<file path="src/ors_pkg.sv">
// ----------------------------------------------------------------------------
// ors_pkg
// Shared types, codes and helpers for the 1-Wire ROM search decision engine.
// ----------------------------------------------------------------------------
package ors_pkg;

    // number of bits in one device ROM
    localparam int unsigned RomBits = 64;
    localparam int unsigned PosW    = 7;
    localparam int unsigned ShW     = 6;
    localparam logic [7:0]  CrcPoly = 8'h8C;

    // request opcodes
    typedef enum logic [1:0] {
        OP_START    = 2'd0,
        OP_PRESENCE = 2'd1,
        OP_BIT_PAIR = 2'd2,
        OP_RESERVED = 2'd3
    } opcode_t;

    // result status codes
    typedef enum logic [1:0] {
        ST_OK           = 2'd0,
        ST_NO_PRESENCE  = 2'd1,
        ST_NO_RESPONDER = 2'd2,
        ST_IGNORED      = 2'd3
    } status_t;

    // scan phases
    typedef enum logic [1:0] {
        PHASE_IDLE     = 2'd0,
        PHASE_PRESENCE = 2'd1,
        PHASE_BITS     = 2'd2
    } phase_t;

    // one request as held in the input register
    typedef struct packed {
        logic [1:0] opcode;
        logic       presence;
        logic       id_bit;
        logic       complement_bit;
    } item_t;

    // one result as held in the result register
    typedef struct packed {
        logic        write_bit;
        logic        write_valid;
        logic        pass_end;
        logic        rom_valid;
        logic [63:0] rom_code;
        logic        scan_end;
        logic        scan_success;
        logic [1:0]  status;
        logic [1:0]  found_devices;
    } result_t;

    // handshake between the stages
    typedef struct packed {
        logic valid;
        logic ready;
    } hs_t;

    // one step of the reflected Dallas CRC8
    function automatic logic [7:0] crc_bit(input logic [7:0] crc, input logic b);
        logic [7:0] shifted;
        shifted = {1'b0, crc[7:1]};
        return (crc[0] ^ b) ? (shifted ^ CrcPoly) : shifted;
    endfunction

endpackage

</file>
<file path="src/ors_if.sv">
// ----------------------------------------------------------------------------
// ors_if
// Valid/ready channels for search requests and search results.
// ----------------------------------------------------------------------------
interface ors_cmd_if;
    logic       valid;
    logic       ready;
    logic [1:0] opcode;
    logic       presence;
    logic       id_bit;
    logic       complement_bit;

    modport source (output valid, output opcode, output presence, output id_bit,
                    output complement_bit, input ready);
    modport sink   (input valid, input opcode, input presence, input id_bit,
                    input complement_bit, output ready);
endinterface

interface ors_rsp_if;
    logic        valid;
    logic        ready;
    logic        write_bit;
    logic        write_valid;
    logic        pass_end;
    logic        rom_valid;
    logic [63:0] rom_code;
    logic        scan_end;
    logic        scan_success;
    logic [1:0]  status;
    logic [1:0]  found_devices;

    modport source (output valid, output write_bit, output write_valid, output pass_end,
                    output rom_valid, output rom_code, output scan_end,
                    output scan_success, output status, output found_devices,
                    input ready);
    modport sink   (input valid, input write_bit, input write_valid, input pass_end,
                    input rom_valid, input rom_code, input scan_end,
                    input scan_success, input status, input found_devices,
                    output ready);
endinterface

</file>
<file path="src/ors_in_stage.sv">
// ----------------------------------------------------------------------------
// ors_in_stage
// Input register: holds one request until the engine consumes it.
// ----------------------------------------------------------------------------
module ors_in_stage
(
    input  logic            clk,
    input  logic            rst_n,
    input  logic            take,
    input  ors_pkg::item_t  item_in,
    output ors_pkg::hs_t    up_hs,
    input  logic            up_valid,
    output logic            hold_valid,
    output ors_pkg::item_t  hold_item
);

    logic           valid_reg;
    logic           valid_next;
    ors_pkg::item_t item_reg;
    logic           load;

    // free slot or slot drained this cycle
    always_comb
    begin
        up_hs.valid = up_valid;
        up_hs.ready = !valid_reg || take;
        load        = up_valid && up_hs.ready;
        valid_next  = load ? 1'b1 : (take ? 1'b0 : valid_reg);
    end

    always_ff @(posedge clk or negedge rst_n)
    begin
        if (!rst_n)
        begin
            valid_reg <= 1'b0;
        end
        else
        begin
            valid_reg <= valid_next;
        end
    end

    // payload
    always_ff @(posedge clk)
    begin
        if (load)
        begin
            item_reg <= item_in;
        end
    end

    assign hold_valid = valid_reg;
    assign hold_item  = item_reg;

endmodule

</file>
<file path="src/ors_engine.sv">
// ----------------------------------------------------------------------------
// ors_engine
// Search state and the single-step decision logic for one request.
// ----------------------------------------------------------------------------
module ors_engine
#(
    parameter int unsigned DEVICE_LIMIT = 2
)
(
    input  logic             clk,
    input  logic             rst_n,
    input  logic             step,
    input  ors_pkg::item_t   item,
    output ors_pkg::result_t res
);

    ors_pkg::phase_t                 phase_reg, phase_next;
    logic [ors_pkg::RomBits-1:0]     rom_reg, rom_next;
    logic [ors_pkg::PosW-1:0]        last_reg, last_next;
    logic [ors_pkg::PosW-1:0]        pconf_reg, pconf_next;
    logic [ors_pkg::PosW-1:0]        pos_reg, pos_next;
    logic [7:0]                      crc_reg, crc_next;
    logic [1:0]                      tally_reg, tally_next;

    logic [ors_pkg::ShW-1:0]         sh;
    logic                            dir;
    logic                            ok;

    // next state and result for the request in the input register
    always_comb
    begin
        phase_next = phase_reg;
        rom_next   = rom_reg;
        last_next  = last_reg;
        pconf_next = pconf_reg;
        pos_next   = pos_reg;
        crc_next   = crc_reg;
        tally_next = tally_reg;
        res        = '0;
        sh         = pos_reg[ors_pkg::ShW-1:0] - ors_pkg::ShW'(1);
        dir        = 1'b0;
        ok         = 1'b0;

        if (item.opcode == ors_pkg::OP_START)
        begin
            rom_next   = '0;
            last_next  = '0;
            pconf_next = '0;
            pos_next   = ors_pkg::PosW'(1);
            crc_next   = '0;
            tally_next = '0;
            phase_next = ors_pkg::PHASE_PRESENCE;
        end
        else if (item.opcode == ors_pkg::OP_PRESENCE && phase_reg == ors_pkg::PHASE_PRESENCE)
        begin
            if (!item.presence)
            begin
                res.scan_end = 1'b1;
                res.status   = ors_pkg::ST_NO_PRESENCE;
                phase_next   = ors_pkg::PHASE_IDLE;
            end
            else
            begin
                pos_next   = ors_pkg::PosW'(1);
                pconf_next = '0;
                crc_next   = '0;
                phase_next = ors_pkg::PHASE_BITS;
            end
        end
        else if (item.opcode == ors_pkg::OP_BIT_PAIR && phase_reg == ors_pkg::PHASE_BITS)
        begin
            if (item.id_bit && item.complement_bit)
            begin
                res.scan_end = 1'b1;
                res.status   = ors_pkg::ST_NO_RESPONDER;
                phase_next   = ors_pkg::PHASE_IDLE;
            end
            else
            begin
                // direction from the pair, or resolve a discrepancy
                if (item.id_bit != item.complement_bit)
                begin
                    dir = item.id_bit;
                end
                else
                begin
                    if (pos_reg < last_reg)
                    begin
                        dir = rom_reg[sh];
                    end
                    else
                    begin
                        dir = (pos_reg == last_reg);
                    end
                    if (!dir)
                    begin
                        pconf_next = pos_reg;
                    end
                end
                rom_next[sh]    = dir;
                crc_next        = ors_pkg::crc_bit(crc_reg, dir);
                res.write_bit   = dir;
                res.write_valid = 1'b1;

                // end of pass: check, count, decide whether to go on
                if (pos_reg >= ors_pkg::PosW'(ors_pkg::RomBits))
                begin
                    ok            = (crc_next == 8'd0);
                    res.pass_end  = 1'b1;
                    res.rom_valid = ok;
                    res.rom_code  = rom_next;
                    if (ok && tally_reg != 2'd3)
                    begin
                        tally_next = tally_reg + 2'd1;
                    end
                    last_next = pconf_next;
                    if (pconf_next == '0 ||
                        {{(ors_pkg::PosW-2){1'b0}}, tally_next} >=
                        ors_pkg::PosW'(DEVICE_LIMIT))
                    begin
                        res.scan_end     = 1'b1;
                        res.scan_success = (tally_next != 2'd0);
                        phase_next       = ors_pkg::PHASE_IDLE;
                    end
                    else
                    begin
                        phase_next = ors_pkg::PHASE_PRESENCE;
                    end
                    pos_next = ors_pkg::PosW'(1);
                end
                else
                begin
                    pos_next = pos_reg + ors_pkg::PosW'(1);
                end
            end
        end
        else
        begin
            res.status = ors_pkg::ST_IGNORED;
        end

        res.found_devices = tally_next;
    end

    // search state, updated once per consumed request
    always_ff @(posedge clk or negedge rst_n)
    begin
        if (!rst_n)
        begin
            phase_reg <= ors_pkg::PHASE_IDLE;
            rom_reg   <= '0;
            last_reg  <= '0;
            pconf_reg <= '0;
            pos_reg   <= ors_pkg::PosW'(1);
            crc_reg   <= '0;
            tally_reg <= '0;
        end
        else if (step)
        begin
            phase_reg <= phase_next;
            rom_reg   <= rom_next;
            last_reg  <= last_next;
            pconf_reg <= pconf_next;
            pos_reg   <= pos_next;
            crc_reg   <= crc_next;
            tally_reg <= tally_next;
        end
    end

    // bit position stays within one ROM
    a_pos_range: assert property (@(posedge clk) disable iff (!rst_n)
        pos_reg >= ors_pkg::PosW'(1) && pos_reg <= ors_pkg::PosW'(ors_pkg::RomBits))
        else $error("bit position out of range");

    // a finished scan leaves the engine idle
    a_end_idle: assert property (@(posedge clk) disable iff (!rst_n)
        step && res.scan_end |=> phase_reg == ors_pkg::PHASE_IDLE)
        else $error("scan ended but phase not idle");

    // a pass end always carries a direction bit
    a_pass_write: assert property (@(posedge clk) disable iff (!rst_n)
        step && res.pass_end |-> res.write_valid && phase_reg == ors_pkg::PHASE_BITS)
        else $error("pass end without bit write");

    // tally only drops on a new scan
    a_tally_mono: assert property (@(posedge clk) disable iff (!rst_n)
        step && item.opcode != ors_pkg::OP_START |=> tally_reg >= $past(tally_reg))
        else $error("device tally decreased");

endmodule

</file>
<file path="src/ors_out_stage.sv">
// ----------------------------------------------------------------------------
// ors_out_stage
// Result register: holds one result until the consumer takes it.
// ----------------------------------------------------------------------------
module ors_out_stage
(
    input  logic             clk,
    input  logic             rst_n,
    input  logic             load,
    input  ors_pkg::result_t res_in,
    input  logic             down_ready,
    output logic             can_load,
    output logic             res_valid,
    output ors_pkg::result_t res_out
);

    logic             valid_reg;
    logic             valid_next;
    ors_pkg::result_t res_reg;

    // room when empty or when the held result leaves this cycle
    always_comb
    begin
        can_load   = !valid_reg || down_ready;
        valid_next = load ? 1'b1 : (down_ready ? 1'b0 : valid_reg);
    end

    always_ff @(posedge clk or negedge rst_n)
    begin
        if (!rst_n)
        begin
            valid_reg <= 1'b0;
        end
        else
        begin
            valid_reg <= valid_next;
        end
    end

    // payload
    always_ff @(posedge clk)
    begin
        if (load)
        begin
            res_reg <= res_in;
        end
    end

    assign res_valid = valid_reg;
    assign res_out   = res_reg;

endmodule

</file>
<file path="src/onewire_rom_search.sv">
// ----------------------------------------------------------------------------
// onewire_rom_search
// Decision engine for the 1-Wire Search ROM scan.
// ----------------------------------------------------------------------------
// Every request (start, presence report or bit-pair report) yields exactly one
// result. A request passes through an input register, one step of decision
// logic that also updates the search state, and a result register, so a
// result is presented on rsp once it has passed through both registers; one
// request can be accepted every cycle as long as results are taken, and
// cmd.ready follows rsp.ready through the two registers. The direction bit,
// ROM assembly and the bit-serial CRC8 for a bit pair are all resolved in
// that one step.
module onewire_rom_search
#(
    parameter int unsigned DEVICE_LIMIT = 2
)
(
    input logic         clk,
    input logic         rst_n,
    ors_cmd_if.sink     cmd,
    ors_rsp_if.source   rsp
);

    ors_pkg::item_t   item_in;
    ors_pkg::item_t   hold_item;
    ors_pkg::hs_t     up_hs;
    ors_pkg::result_t step_res;
    ors_pkg::result_t res_out;
    logic             hold_valid;
    logic             can_load;
    logic             step;

    // request payload into a struct
    always_comb
    begin
        item_in.opcode         = cmd.opcode;
        item_in.presence       = cmd.presence;
        item_in.id_bit         = cmd.id_bit;
        item_in.complement_bit = cmd.complement_bit;
    end

    assign step      = hold_valid && can_load;
    assign cmd.ready = up_hs.ready;

    // input register
    ors_in_stage u_in
    (
        .clk        (clk),
        .rst_n      (rst_n),
        .take       (step),
        .item_in    (item_in),
        .up_hs      (up_hs),
        .up_valid   (cmd.valid),
        .hold_valid (hold_valid),
        .hold_item  (hold_item)
    );

    // decision step and search state
    ors_engine #(.DEVICE_LIMIT(DEVICE_LIMIT)) u_engine
    (
        .clk   (clk),
        .rst_n (rst_n),
        .step  (step),
        .item  (hold_item),
        .res   (step_res)
    );

    // result register
    ors_out_stage u_out
    (
        .clk        (clk),
        .rst_n      (rst_n),
        .load       (step),
        .res_in     (step_res),
        .down_ready (rsp.ready),
        .can_load   (can_load),
        .res_valid  (rsp.valid),
        .res_out    (res_out)
    );

    // result struct onto the channel
    always_comb
    begin
        rsp.write_bit     = res_out.write_bit;
        rsp.write_valid   = res_out.write_valid;
        rsp.pass_end      = res_out.pass_end;
        rsp.rom_valid     = res_out.rom_valid;
        rsp.rom_code      = res_out.rom_code;
        rsp.scan_end      = res_out.scan_end;
        rsp.scan_success  = res_out.scan_success;
        rsp.status        = res_out.status;
        rsp.found_devices = res_out.found_devices;
    end

endmodule
</file>
<file path="src/flat_wrapper.sv">
// flat-port wrapper written by rule: the top's interface ports become plain ports
module onewire_rom_search_flat 
#(
    parameter int unsigned DEVICE_LIMIT = 2
)
  (clk, rst_n, cmd_valid, cmd_opcode, cmd_presence, cmd_id_bit, cmd_complement_bit, cmd_ready, rsp_valid, rsp_write_bit, rsp_write_valid, rsp_pass_end, rsp_rom_valid, rsp_rom_code, rsp_scan_end, rsp_scan_success, rsp_status, rsp_found_devices, rsp_ready);
  ors_cmd_if cmd_i ();
  ors_rsp_if rsp_i ();
  input logic clk;
  input logic rst_n;
  input wire logic [$bits(cmd_i.valid)-1:0] cmd_valid;
  input wire logic [$bits(cmd_i.opcode)-1:0] cmd_opcode;
  input wire logic [$bits(cmd_i.presence)-1:0] cmd_presence;
  input wire logic [$bits(cmd_i.id_bit)-1:0] cmd_id_bit;
  input wire logic [$bits(cmd_i.complement_bit)-1:0] cmd_complement_bit;
  output wire logic [$bits(cmd_i.ready)-1:0] cmd_ready;
  output wire logic [$bits(rsp_i.valid)-1:0] rsp_valid;
  output wire logic [$bits(rsp_i.write_bit)-1:0] rsp_write_bit;
  output wire logic [$bits(rsp_i.write_valid)-1:0] rsp_write_valid;
  output wire logic [$bits(rsp_i.pass_end)-1:0] rsp_pass_end;
  output wire logic [$bits(rsp_i.rom_valid)-1:0] rsp_rom_valid;
  output wire logic [$bits(rsp_i.rom_code)-1:0] rsp_rom_code;
  output wire logic [$bits(rsp_i.scan_end)-1:0] rsp_scan_end;
  output wire logic [$bits(rsp_i.scan_success)-1:0] rsp_scan_success;
  output wire logic [$bits(rsp_i.status)-1:0] rsp_status;
  output wire logic [$bits(rsp_i.found_devices)-1:0] rsp_found_devices;
  input wire logic [$bits(rsp_i.ready)-1:0] rsp_ready;
  assign cmd_i.valid = cmd_valid;
  assign cmd_i.opcode = cmd_opcode;
  assign cmd_i.presence = cmd_presence;
  assign cmd_i.id_bit = cmd_id_bit;
  assign cmd_i.complement_bit = cmd_complement_bit;
  assign cmd_ready = cmd_i.ready;
  assign rsp_valid = rsp_i.valid;
  assign rsp_write_bit = rsp_i.write_bit;
  assign rsp_write_valid = rsp_i.write_valid;
  assign rsp_pass_end = rsp_i.pass_end;
  assign rsp_rom_valid = rsp_i.rom_valid;
  assign rsp_rom_code = rsp_i.rom_code;
  assign rsp_scan_end = rsp_i.scan_end;
  assign rsp_scan_success = rsp_i.scan_success;
  assign rsp_status = rsp_i.status;
  assign rsp_found_devices = rsp_i.found_devices;
  assign rsp_i.ready = rsp_ready;
  onewire_rom_search #(.DEVICE_LIMIT(DEVICE_LIMIT)) u_core (.clk(clk), .rst_n(rst_n), .cmd(cmd_i), .rsp(rsp_i));
endmodule
</file>
<file path="config.mk">
export PLATFORM = sky130hd
export DESIGN_NAME = onewire_rom_search_flat
export DESIGN_NICKNAME = d
export VERILOG_FILES = /design/src/ors_pkg.sv /design/src/ors_if.sv /design/src/ors_in_stage.sv /design/src/ors_engine.sv /design/src/ors_out_stage.sv /design/src/onewire_rom_search.sv /design/src/flat_wrapper.sv
export SDC_FILE = /design/constraint.sdc
export NUM_CORES = 1
export LEC_CHECK = 0
export BUFFER_PORTS_ARGS = -buffer_cell sky130_fd_sc_hd__buf_2
export CAP_MARGIN = 20
export CORE_ASPECT_RATIO = 1.1
export CORE_MARGIN = 3
export CORE_UTILIZATION = 30
export CTS_BUF_LIST = sky130_fd_sc_hd__clkbuf_8
export DETAILED_ROUTE_END_ITERATION = 10
export PLACE_DENSITY = 0.58
export SYNTH_ARGS = -nofsm -noshare
export SYNTH_HDL_FRONTEND = slang
export SYNTH_SLANG_ARGS = --single-unit
</file>
<file path="constraint.sdc">
create_clock -name clk -period 6.29 [get_ports clk]
set_input_delay 0.9435 -clock clk [delete_from_list [all_inputs] [get_ports clk]]
set_output_delay 0.9435 -clock clk [all_outputs]
set_load 0.005 [all_outputs]
</file>
======== Yosys cells after proc, flatten, opt, wreduce, memory -nomap -nowiden ========
Index checks and enable logic that the tools add are counted.
storage, ports and cells
  input port bits ......................... 9
  register bits after elaboration ......... 178
operators by class
  bitwise logic cells ..................... 5
  multiplexer cells ....................... 82
  $lt $le $gt $ge ......................... 5
  equal/unequal tests ..................... 11
  $add $sub $neg .......................... 3
  reduce and logical (&&, ||, !) cells .... 30
operator list
  cell                 count
  $mux 64              4
  $mux 7               22
  $mux 68              1
  $mux 67              1
  $bwmux 64            1
  $mux 8               6
  $mux 2               22
  $mux 1               23
  $reduce_bool 2->1    5
  $logic_not 8->1      1
  $reduce_and 4->1     2
  $add 7x1->7 const B  1
  $eq 7x7->1           1
  $ge 7x7->1 const B   1
  $logic_and 1x1->1    7
  $logic_not 7->1      1
  $lt 6x7->1 const B   1
  $lt 7x7->1           1
  $bmux 1 s6           1
  $demux 1 s6          1
  $ge 6x1->1 const B   1
  $ne 2x2->1 const B   3
  $reduce_or 6->1      1
  $sub 6x1->6 const B  1
  20 further kinds     27

======== Longest topological paths before layout ========
  depth in word-level cells ............... 32
  gate-level depth with buffers ........... 18

======== By module ========
A second synthesis with hierarchy kept.
unflattened totals
  cells, all modules ...................... 972
  area, all modules ....................... 9223.8 um2
modules (own cells, without submodules)
  module              times used  area an instance (um2)  cells each  sequential area each (um2)
  ors_engine          1           6736.5                  884         2428.6
  ors_out_stage       1           2269.7                  77          2247.2
  ors_in_stage        1           211.5                   10          175.2
  onewire_rom_search  1           6.3                     1           0.0

======== Worst setup path after synthesis ========
OpenSTA, ideal clock, no wires.
  path type ............................... register -> register
  from .................................... reg u_core.u_engine.pos_reg[0] (netlist bit)
  to ...................................... reg u_core.u_out.res_reg (netlist bit u_core.u_out.res_out[4]), data pin
  period minus slack after synthesis ...... 3.965 ns
  arrival time ............................ 3.697 ns
  stages on the path, launching flop included .. 17
  slack ................................... 2.325 ns
  data required time ...................... 6.022 ns
  path through ............................ dfstp_2 > buf_2 > buf_2 > inv_1 > ha_1 > buf_2 > buf_6 > buf_6 > mux2i_1 > mux4_2 > nor4_1 > a311oi_1 > nor3b_2 > a31oi_4 > mux2_2 > o21ba_2 > o22ai_1
between the ends
  word-level cells in the longest chain between the ends .. 28
  elaborated cells between the ends (all ways) .. 40
ends and longest elaborated chain
  element                       RTL line             source
  from (decl)                   ors_engine.sv:21     logic [ors_pkg::PosW-1:0] pos_reg, pos_next;
  from (signal assigned)        ors_engine.sv:154    pos_reg <= ors_pkg::PosW'(1);
  from (signal assigned)        ors_engine.sv:164    pos_reg <= pos_next;
  $sub 6x1->6                   ors_engine.sv:40     sh = pos_reg[ors_pkg::ShW-1:0] - ors_pkg::ShW'(1);
  $bmux 1 s6                    ors_engine.sv:89     dir = rom_reg[sh];
  $mux 1 (not written as such)  ors_engine.sv:89
  $mux 1                        ors_engine.sv:87     if (pos_reg < last_reg)
  $mux 1                        ors_engine.sv:81     if (item.id_bit != item.complement_bit)
  $mux 1                        ors_engine.sv:72     if (item.id_bit && item.complement_bit)
  $mux 1                        ors_engine.sv:70     else if (item.opcode == ors_pkg::OP_BIT_PAIR && phase_reg == ors_pkg::PHASE_BITS)
  $mux 1                        ors_engine.sv:54     else if (item.opcode == ors_pkg::OP_PRESENCE && phase_reg == ors_pkg::PHASE_PRESENCE)
  [... 12 more ...]             --
  $mux 2                        ors_engine.sv:72
  $mux 2                        ors_engine.sv:70
  $mux 2                        ors_engine.sv:54
  $mux 2                        ors_engine.sv:44     if (item.opcode == ors_pkg::OP_START)
  $ge 2x2->1                    ors_engine.sv:118    {{(ors_pkg::PosW-2){1'b0}}, tally_next} >=
  $logic_or 1x1->1              ors_engine.sv:117    if (pconf_next == '0 ||
  $not 1->1 (no line)           --
  $reduce_or 6->1 (no line)     --
  to (signal assigned)          ors_out_stage.sv:45  res_reg <= res_in;
  to (decl)                     ors_out_stage.sv:19  ors_pkg::result_t res_reg;
Several ways; a longest one is shown, not always the timed one. The select of a mux whose other input is x is not followed.
A chain may end at the register's enable or synchronous reset.

======== Final worst setup path ========
  from .................................... reg u_core.u_engine.pos_reg[1] (netlist bit)
  to ...................................... reg u_core.u_engine.rom_reg[39] (netlist bit)
between the ends
  word-level cells in the longest chain between the ends .. 19
  elaborated cells between the ends (all ways) .. 26
ends and longest elaborated chain
  element                       RTL line           source
  $sub 6x1->6                   ors_engine.sv:40
  $bmux 1 s6                    ors_engine.sv:89
  $mux 1 (not written as such)  ors_engine.sv:89
  $mux 1                        ors_engine.sv:87
  $mux 1                        ors_engine.sv:81
  $mux 1                        ors_engine.sv:72
  $mux 1                        ors_engine.sv:70
  $mux 1                        ors_engine.sv:54
  [... 3 more ...]              --
  $mux 1                        ors_engine.sv:70
  $mux 1                        ors_engine.sv:54
  $mux 1                        ors_engine.sv:44
  $bwmux 64 *                   ors_engine.sv:100  rom_next[sh] = dir;
  $mux 64 *                     ors_engine.sv:72
  $mux 64 *                     ors_engine.sv:70
  $mux 64 *                     ors_engine.sv:54
  $mux 64 *                     ors_engine.sv:44
  to (signal assigned)          ors_engine.sv:161  rom_reg <= rom_next;
  to (decl)                     ors_engine.sv:18   logic [ors_pkg::RomBits-1:0] rom_reg, rom_next;
Every way passes the cells marked *; elsewhere a longest branch is shown, timed or not. The select of a mux whose other input is x is not followed.

==> results.cfg <==
[yosys]
synth-main-ff-cell = dfrtp_1
muxShareOfSynthArea_pct = 3.44
yosysSeqAreaShare_pct = 52.1
synth_edf_count = 79
synth_top_family_by_area = compound AO/OA/AOI/OAI gates
yosys_warnings = 0
synth_nets = 1036
synth_area_um2 = 9320
yosys.area_share.simple_pct = 16.8
synth_adder_area_share_pct = 1.48
syn_inst = 1016
synthXorXnorAreaFrac_pct = 1.21
ys_seq_elements = 178
synth-compound-area-share_pct = 20.7
async_flop_share_pct = 55.6
avgSynthCellArea_um2 = 9.17
yosysUniqueCellTypes = 75

[drt]
wl_per_cell_um = 17.3
drt_pass1_iterations = 5
avgViaCountPerCell = 5.13
drt_iter0_markers = 676
vias = 7674
routed_wl_um = 25800
ant_nets = 0
drcViolationCount = 0

[placed_design]
dp_hpwl_um = 17100
placed_area_um2 = 10100
io_buffers = 84
place_ws_ns = 1.68
routabilityCongestion = 0.845

[critical_path]
critPathMaxStageDelay_ns = 0.60
worst_r2r_endpoint = u_core.u_engine.rom_reg[39]
critPathRequiredTime_ns = 6.67
worst-setup-path-type = reg -> reg
arrival_ns = 5.09
crit_fanout = 51
regToRegSetupSlack_ns = 1.58
r2r-start = u_core.u_engine.pos_reg[1]
crit_path_top_delay_cell = mux4_2
start_kind = flip-flop
end_kind = flip-flop
reg2reg_depth = 12
cp_cell_sequence = inv_1, ha_1, xor2_2, mux4_2, nor4_2, a311oi_2, a2111oi_4, nand3_2, o211ai_2, nand2_2, buf_12, o21ai_0
worstSetupStartpoint = u_core.u_engine.pos_reg[1]

[finish]
diodes = 0
fin_nets = 1088
final_cell_mix = nor2_1 (145), a21oi_1 (130), nand2_1 (115)
fillers = 3210
multiInputGateArea_um2 = 4090
ff_latch_area_um2 = 4850
final_util_pct = 34.5
syn_to_final_growth_pct = 12.9
drive_gt1_share_pct = 15.6
fin_area_um2 = 10500
final_common_cell = nor2_1
largest_reg_flops = 74

[timing]
rsz0062_at_grt = false
setup_viol_count_final = 0
hold-worst-slack_ns = 0.463
maxClockFrequency_mhz = 212
tightest_slew_ns = 1.13
slew_violations = 0
maxSlewHeadroom_pct = 24.4
fin_crit_sh_pct = 74.8
fin_crit_ns = 4.71
finalSetupTns_ns = 0
hold_viol_final = 0
layout_setup_ws_ns = 1.58
fin_skew_ns = 0.0226

[clock_network]
post-cts-setup-buffer-count = 0
clkSlewWorstSetupHoldPaths_ns = 0.11
cts_buffers = 17
cts_root_buffer = clkbuf_8
htree_levels = 4
clkSinkCount = 178
postCtsHoldBufs = 0
clk-insertion-delay-late_ns = 0.49
cts_resized = 0
cts_tree = yes
clockBufferDepth = 2

[global_routing]
grt_overflow = 0
track_usage_pct = 15.6
grt_max_degree = 69
grt_pass1_vias = 7334
grt_antenna_before_repair = 0
grt_first_pass_wirelength_um = 41300

[power_and_ir_drop]
leakagePower_nw = 4.09
vdd_drop_max_v = 0.000165
cellPowerDensity_nw_per_um2 = 372

[floorplanning]
die_area_um2 = 33200
fp.dieW_um = 174
die_h_um = 191
num_rows = 67
core_area_um2 = 30500
boundaryPins = 85
start_util_pct = 30.5

[min_path]
holdCritPathClass = in -> async

[outcome]
status = completed

[job]
maxCapViolCount = 0
## cells by family after synthesis
logic type,count (synthesis)
buffers and inverters,97
multiplexers,26
AND/OR/NAND/NOR,357
AO/OA/AOI/OAI,338
adder cells (fa/ha/maj),11
XOR/XNOR,9
flip-flops,178
## Yosys cell counts, types with 3 or more instances
| cell type | number | share of area (%) |
|---|---|---|
| a211oi_1 | 11 | 0.89 |
| a21oi_1 | 130 | 7.0 |
| a22o_1 | 8 | 0.75 |
| and2_1 | 4 | 0.27 |
| buf_2 | 14 | 0.75 |
| buf_6 | 3 | 0.36 |
| clkbuf_1 | 54 | 2.2 |
| dfrtp_1 | 98 | 26 |
| edfxtp_1 | 79 | 25 |
| ha_1 | 11 | 1.5 |
| inv_1 | 25 | 1.0 |
| mux2_2 | 3 | 0.36 |
| mux2i_1 | 17 | 1.8 |
| mux4_2 | 3 | 0.72 |
| nand2_1 | 117 | 4.7 |
| nand2b_1 | 7 | 0.47 |
| nand3_1 | 11 | 0.59 |
| nand4_1 | 3 | 0.20 |
| nor2_1 | 146 | 5.9 |
| nor2b_1 | 13 | 0.87 |
| nor3_1 | 25 | 1.3 |
| nor3b_1 | 3 | 0.24 |
| nor4_1 | 7 | 0.47 |
| o21ai_0 | 114 | 6.1 |
| o21ai_1 | 28 | 1.5 |
| o22ai_1 | 11 | 0.74 |
| o31ai_1 | 5 | 0.40 |
| or2_2 | 5 | 0.34 |
| or3_1 | 3 | 0.20 |
| xnor2_1 | 4 | 0.38 |
## power by group
part	total [W]	leakage [nW]	internal (W)	switching (W)
combinational	0.00182	1.73	0.000556	0.00127
sequential	0.00133	2.16	0.00128	0.0000469
clock	0.000768	0.195	0.000317	0.000452
## how the worst max path moves through the flow
stage                                              to  cells after the start
after floorplan               u_core.u_out.res_out[4]                     16
after global placement    u_core.u_engine.rom_reg[34]                     12
after detailed placement  u_core.u_engine.rom_reg[39]                     12
after global routing      u_core.u_engine.rom_reg[21]                     12
final                     u_core.u_engine.rom_reg[39]                     12
after CTS                 u_core.u_engine.rom_reg[39]                     12
## critical path, delay by kind of cell (launching register included)
family	cells	cell delay, ns
and+or+nand+nor	3	0.87
xor gates and xnor gates	1	0.59
muxes	1	0.60
buffers and inverters	2	0.40
adders and majority gates	1	0.43
AOI/OAI and AO/OA	4	1.17
DFF	1	0.50
## cell type report
cell class	instances	share of cell area (%)
Clock buffer	17	2.22
Clock inverter	15	1.26
Inverter	25	0.904
Multi-Input combinational cell	741	38.9
Sequential cell	178	46.1
Tap cell	414	4.93
Timing Repair Buffer	105	5.64
## per-stage QoR
stage               total power, W  instances
finish                     0.00392       1495
global route               0.00414       1495
CTS                        0.00392       1494
detailed placement         0.00314       1462
global placement           0.00312       1462
floorplan                  0.00264       1016
## metal layers
layer | vias to the layer above | track usage, % | share of wire (%)
li1 | 3723 | - | -
met1 | 3678 | 20.9 | 44
met2 | 242 | 25.7 | 49
met3 | 31 | 2.69 | 5.1
met4 | 0 | 4.95 | 1.8
met5 | - | 0 | 0
Note: power is estimated with default switching activity, not from simulation.
